$ cat config.mk
export PLATFORM = sky130hd
export DESIGN_NAME = lvr_ctrl
export DESIGN_NICKNAME = d
export VERILOG_FILES = /design/src/rtl/core/lvr_pkg.sv /design/src/rtl/core/lvr_ctrl.sv
export SDC_FILE = /design/constraint.sdc
export NUM_CORES = 1
export LEC_CHECK = 0
export BUFFER_PORTS_ARGS = -buffer_cell sky130_fd_sc_hd__buf_2
export CAP_MARGIN = 10
export CORE_MARGIN = 2
export CORE_UTILIZATION = 41
export CTS_BUF_LIST = sky130_fd_sc_hd__clkbuf_16
export DETAILED_ROUTE_END_ITERATION = 8
export GPL_TIMING_DRIVEN = 0
export HOLD_SLACK_MARGIN = 0.12
export PLACE_DENSITY = 0.66
export SYNTH_ARGS = -nofsm -noshare
export SYNTH_HDL_FRONTEND = slang
export SYNTH_SLANG_ARGS = --single-unit
$ cat constraint.sdc
create_clock -name clk -period 4.8 [get_ports clk]
set_input_delay 0.24 -clock clk [delete_from_list [all_inputs] [get_ports clk]]
set_output_delay 0.24 -clock clk [all_outputs]
set_load 0.02 [all_outputs]
$ cat src/rtl/core/lvr_pkg.sv
// Shared types and constants of the varispeed tape reader.
`timescale 1ns / 1ps
package lvr_pkg;

    localparam int ADDR_W   = 12;
    localparam int SAMP_W   = 24;
    localparam int PHASE_W  = 16;
    localparam int SPEED_W  = 20;
    localparam int COEF_W   = 19;
    localparam int IN_TDATA_W  = 80;
    localparam int OUT_TDATA_W = 24;

    localparam logic [1:0] OP_WRITE = 2'd0;
    localparam logic [1:0] OP_START = 2'd1;
    localparam logic [1:0] OP_READ  = 2'd2;

    localparam logic [2:0] MAC_LAST_READ = 3'd3;
    localparam logic [2:0] MAC_END       = 3'd5;

    typedef enum logic [5:0] {
        ST_IDLE  = 6'b000001,
        ST_COEF0 = 6'b000010,
        ST_COEF1 = 6'b000100,
        ST_COEF2 = 6'b001000,
        ST_MAC   = 6'b010000,
        ST_DONE  = 6'b100000
    } state_t;

    typedef struct packed {
        logic       do_write;
        logic       do_start;
        logic       latch_speed;
        logic       do_coef0;
        logic       do_coef1;
        logic       do_coef2;
        logic       rd_en;
        logic [1:0] rd_sel;
        logic       do_finish;
    } cmd_t;

    typedef struct packed {
        logic out_valid;
    } status_t;

endpackage

$ cat src/rtl/core/lvr_ctrl.sv
// Sequencer of the varispeed tape reader.
`timescale 1ns / 1ps
module lvr_ctrl (
    input  logic            clk,
    input  logic            rst_n,
    input  logic            in_valid,
    input  logic [1:0]      in_opcode,
    input  logic            out_ready,
    input  lvr_pkg::status_t status,
    output logic            in_ready,
    output lvr_pkg::cmd_t   cmd
);
    import lvr_pkg::*;

    state_t     state_reg, state_next;
    logic [2:0] cnt_reg, cnt_next;

    assign in_ready = (state_reg == ST_IDLE);

    always_comb
    begin
        state_next = state_reg;
        cnt_next   = cnt_reg;
        cmd        = '0;
        unique case (state_reg)
            ST_IDLE:
            begin
                cnt_next = 3'd0;
                if (in_valid)
                begin
                    if (in_opcode == OP_WRITE)
                        cmd.do_write = 1'b1;
                    else if (in_opcode == OP_START)
                        cmd.do_start = 1'b1;
                    else if (in_opcode == OP_READ)
                    begin
                        cmd.latch_speed = 1'b1;
                        state_next      = ST_COEF0;
                    end
                end
            end
            ST_COEF0:
            begin
                cmd.do_coef0 = 1'b1;
                state_next   = ST_COEF1;
            end
            ST_COEF1:
            begin
                cmd.do_coef1 = 1'b1;
                state_next   = ST_COEF2;
            end
            ST_COEF2:
            begin
                cmd.do_coef2 = 1'b1;
                state_next   = ST_MAC;
            end
            ST_MAC:
            begin
                cmd.rd_en  = (cnt_reg <= MAC_LAST_READ);
                cmd.rd_sel = cnt_reg[1:0];
                cnt_next   = cnt_reg + 3'd1;
                if (cnt_reg == MAC_END)
                    state_next = ST_DONE;
            end
            ST_DONE:
            begin
                if (!status.out_valid || out_ready)
                begin
                    cmd.do_finish = 1'b1;
                    state_next    = ST_IDLE;
                end
            end
            default:
                state_next = ST_IDLE;
        endcase
    end

    always_ff @(posedge clk or negedge rst_n)
    begin
        if (!rst_n)
        begin
            state_reg <= ST_IDLE;
            cnt_reg   <= 3'd0;
        end
        else
        begin
            state_reg <= state_next;
            cnt_reg   <= cnt_next;
        end
    end

endmodule

Word-level counts from Yosys, hierarchy flattened
Cells that the tools add are included.
{"block": "classes", "addsub": 1, "order_cmp": 1, "eq_ne": 15, "mux": 21, "reduce_logical": 5}
{"op": "6-bit two-way mux", "n": 6}
{"op": "6-bit one-hot mux with 6 select lines", "n": 1}
{"op": "2-bit != test, second input constant", "n": 5}
{"op": "1-bit two-way mux", "n": 9}
{"op": "3-bit two-way mux", "n": 3}
{"op": "6-bit by 1-bit equality test with 1-bit output, second input constant", "n": 1}
{"op": "6-bit by 2-bit equality test with 1-bit output, second input constant", "n": 1}
{"op": "6-bit by 3-bit equality test with 1-bit output, second input constant", "n": 1}
{"op": "6-bit by 4-bit equality test with 1-bit output, second input constant", "n": 1}
{"op": "6-bit by 5-bit equality test with 1-bit output, second input constant", "n": 1}
{"op": "6-bit equality test, second input constant", "n": 1}
{"op": "3-bit one-hot mux with 2 select lines", "n": 1}
{"op": "6-bit AND reduction", "n": 1}
{"op": "3-bit by 1-bit adder with 3-bit output, second input constant", "n": 1}
{"op": "3-bit equality test, second input constant", "n": 1}
{"op": "3-bit by 2-bit <= comparator with 1-bit output, second input constant", "n": 1}
{"op": "2-bit by 1-bit equality test with 1-bit output, second input constant", "n": 1}
{"op": "2-bit equality test, second input constant", "n": 1}
{"op": "2-bit logical NOT", "n": 1}
{"op": "2-bit two-way mux", "n": 1}
{"op": "2-bit by 1-bit != test with 1-bit output, second input constant", "n": 1}
{"op": "2-bit nonzero test", "n": 1}
{"op": "1-bit logical NOT", "n": 1}
{"op": "1-bit logical OR", "n": 1}
{"block": "word_totals", "regBits": 9, "input_bits": 7, "out_inout_bits": 11, "elab_cells": 45}

Logic depth before layout (Yosys ltp)
{"block": "logic_depth", "depth_word": 6, "ltp_mapped": 5, "mapped_depth_nobuf": 5}

Worst setup path before layout
OpenSTA, ideal clock, no wires.
{"block": "synth_timing", "path_kind": "reg2out", "start": "reg state_reg[3]", "end": "out cmd[8] in the netlist's numbering", "arrival_time_ps": 1884, "required_ps": 4560, "slack_ps": 2676, "path_stages_with_launch": 6, "cell_sequence": "dfrtp_1 > or2_1 > buf_6 > nor4_4 > nand2_1 > nor3b_1"}
{"element": "from (decl)", "line": "lvr_ctrl.sv:15", "rtl": "state_t state_reg, state_next;"}
{"element": "from (signal assigned)", "line": "lvr_ctrl.sv:87", "rtl": "state_reg <= state_next;"}
{"element": "to (decl)", "line": "lvr_ctrl.sv:11", "rtl": "output lvr_pkg::cmd_t cmd"}

==> impl.org <==
** Global routing
- Congestion Overflow GR :: 0
- Entering global routing, the biggest net connects 11 pins.
- The first global-routing pass estimated approximately 2100 µm of wire.
- In the global route stage, overall resource usage came out at 0.1574.
- Number of global-route vias before repair :: around 490
- Number of antenna violations at the first check in global routing :: 0

** Cells and area
- In the final layout, the multi-input gates occupy approximately 360 µm².
- Most common cell after layout, fill and taps aside :: buf_2
- Number of flip-flops under the largest register name :: 6
- Top library cells by usage in the layout, fill and taps aside :: buf_2, dfrtp_1, nor2_1, o21ai_0
- Register area :: 226.5 µm²
- # fillers :: about 120
- 0 antenna diodes ended up in the layout.
- The final layout contains 95 nets.
- Layout Area Growth over Synthesis :: 31.24%
- Of the cells placed in the final design, the portion with a size suffix greater than 1 is 0.3333.

** Power
- Overall power consumption after layout is estimated at just over 300 µW.
- Of the total power, the share spent switching nets is 0.2873.
- The share of total power dissipated in combinational logic is 0.234.
- Peak ir drop on the vdd network :: between 0.0002 and 0.0003 V
- Clock group share of total power :: 0.474
- Switching power of the nets :: between 80 and 90 µW
- Internal power contribution :: approximately 220 µW
- The analysis attributes to cell leakage a power of ~0.00039 µW.
- Power spread over the standard cell area amounts to approximately 380 mW/mm².
- Of the total power, registers draw 0.292.

** CTS
- TritonCTS built the clock tree.
- Reg clk slew, reported paths :: 40 ps
- The longest clock path from root to sink contains 2 buffers.
- Buffers added to address setup during post-CTS repair amount to 0.
- Depth of the CTS H-tree :: 1
- Buffers inserted during clock tree synthesis total 3.
- The tree built by TritonCTS fans out to 9 sinks.
- CTS Root Cell :: clkbuf_16
- The later pin in the worst-skew pair is clocked with a latency of approximately 240 ps.

** STA
- Clock skew on the completed layout was measured at between 3 and 4 ps.
- RSZ-0062 raised after global routing :: no
- Worst-case hold slack :: 211.3 ps
- Final critical path time including I/O delays and setup :: between 2000 and 2500 ps
- At the pin with the least slew margin, the transition time is between 500 and 600 ps.
- The number of hold violations in the final report came to 0.
- Final setup violation count :: 0
- Final TNS setup :: 0 ps
- The total count of max-transition violations in the final report was 0.
- Worst max-slew margin expressed relative to the limit :: 0.6111
- Static timing analysis puts the maximum clock frequency at just under 500 MHz.
- Final Cycle Share :: 0.4336

** Worst setup path
- Worst Path Buf+Inv :: 1
- CP Data Arrival Time :: between 1500 and 2000 ps
- The critical path is of the register to primary output type.
- The slowest stage of the critical path belongs to the cell or4b_4.
- Cells along the critical path :: or2_2 -> or4b_4 -> nor2_1 -> buf_2
- Kind of launch point of the worst setup path :: register
- Cell class contributing the biggest share of worst-path delay :: simple AND/OR/NAND/NOR gates
- Maximum cell stage delay along the critical path :: 540 ps
- Worst-path maximum fanout :: 6
- STA puts the critical path data required time at 4560 ps.
- Setup crit end kind :: primary output

** Synth
- Largest cells by area after synthesis :: dfrtp_1, ha_1, dfstp_2
- Synth unique cells :: 34
- The share of the Yosys chip area taken by registers is 0.3671.
- Number of instances in the synthesized netlist :: slightly above 60
- Number of flops mapped to enable cells by yosys :: 0
- Post-synthesis net count :: about 70
- After synthesis, the mean cell area works out to about 9.9 µm².
- Proportion of synthesized flip-flops having asynchronous set or reset :: 1.000
- The most used flip-flop cell after synthesis is dfrtp_1.
- The cell area that synthesis handed to floorplanning was roughly 620 µm².
- Fraction of synthesized cell area taken by the top area cell type :: 0.3245
- For this run, the number of Yosys warnings is 0.
- Post-synthesis cell type with the largest combined area :: dfrtp_1
- Flip-flop and latch count after synthesis :: 9

** Routing
- Final Routed Wirelength :: about 1200 µm
- For this run, the detailed router's first-pass iteration total came to 4.
- Total via count after detailed routing :: around 540
- The detailed router finished its first iteration with 9 violations.
- Drt wl/cell :: about 12 µm
- DRC violations left :: 0
- Using the TritonRoute via totals, the vias-per-cell ratio works out to between 5 and 6.
- The count of nets left with antenna violations once routing finished came out at 0.

** Placement
- The congestion estimate from routability-driven global placement came to around 0.75.
- The count of buffers added on input and output ports is 17.
- Detailed placement ended at an HPWL of 914.2 µm.

** Floorplanning
- Initial Utilization :: 0.4569
- Measured along the y axis, the die boundary spans approximately 43 µm.
- Die X :: ~43 µm
- Number of rows created at floorplan :: 13
- Area of the core :: between 0.001 and 0.0015 mm²
- The die covers approximately 0.0018 mm².
- Total I/O pin count :: 18

** Outcome
- Status :: finished, final reports clean

** Min path
- The tightest min-delay check is of the input pin to register type.

** Run
- Across the run, the number of max-cap violations was 0.
[Yosys cell counts (all sizes together) (2+ instances only)]
| library cell | number |
|---|---|
| nor2b | 2 |
| nor4 | 3 |
| o21ai | 4 |
| or2 | 2 |
| a21oi | 2 |
| nor2 | 5 |
| ha | 3 |
| nor4b | 4 |
| nand2b | 2 |
| inv | 2 |
| nand2 | 2 |
| dfrtp | 8 |
| nor3b | 3 |
| nor3 | 2 |
| buf | 2 |
| o2bb2ai | 2 |
[routing by layer]
metal	GRT usage	routed length [µm]
met1	0.1963	575
met5	0	0
met3	0.06383	77
met4	0.09375	31
met2	0.2242	539
[path summary, 6_finish.rpt]
path | slack, ps | start | cells past startpoint | to
max | 2720 | state_reg[1]$_DFFE_PN0P_ | 4 | cmd[2]
min | 210 | in_opcode[0] | 2 | state_reg[1]$_DFFE_PN0P_
max reg2reg | 3150 | state_reg[3]$_DFFE_PN0P_ | 5 | cnt_reg[0]$_DFFE_PN0P_
min reg2reg | 540 | cnt_reg[2]$_DFFE_PN0P_ | 1 | cnt_reg[2]$_DFFE_PN0P_
max in group asynchronous | 4170 | rst_n | 2 | state_reg[0]$_DFFE_PN1P_
min in group asynchronous | 380 | rst_n | 2 | state_reg[2]$_DFFE_PN0P_
[power by group through the flow]
stage                     combinational [µW]  sequential, µW  clock [µW]
final                                   72.9            91.1         148
after global routing                    81.9            92.7         152
after CTS                               73.8            91.1         150
after detailed placement                73.1            92.1           0
after global placement                  72.5            92.1           0
after floorplan                         55.5            90.8           0
[worst reg2reg max path, cell delays in order (launching register included)]
cell,delay (ps)
dfrtp_1,380
or2_1,240
buf_6,140
nor4b_4,360
nor2_1,120
mux2_2,280
[logic make-up after synthesis]
group,count (synthesis),share of synthesized area
buffers and inverters,5,0.04461
and+or+nand+nor,31,0.3692
muxes,1,0.01825
DFF,9,0.3671
xor gates and xnor gates,1,0.01420
adders and majority gates,3,0.06086
AOI/OAI and AO/OA,12,0.1258
[what timing repair did]
item	in CTS	in global routing
hold buffers	1	0
gates resized for setup	0	0
hold endpoints to repair	9	0
endpoints found under the setup margin	0	0
[area by class of cell]
class                           instances  share of cell area
Multi-Input combinational cell         48              0.4482
Sequential cell                         9              0.2798
Timing Repair Buffer                   18              0.1175
Clock buffer                            3             0.09274
Buffer                                  3             0.02473
Tap cell                               15             0.02318
Inverter                                2            0.009274
Clock inverter                          1            0.004637
[metrics by stage]
step / cell area, µm² / setup slack, ps / util / cells
finish: 809.5 / 2719 / 0.5996 / 99
global route: 809.5 / 2629 / 0.5996 / 99
CTS: 809.5 / 2711 / 0.5996 / 99
detailed placement: 720.7 / 2962 / 0.5338 / 94
global placement: 720.7 / 2970 / 0.5338 / 94
floorplan: 616.8 / 2676 / - / 62
Power figures use the tool's default switching activity.
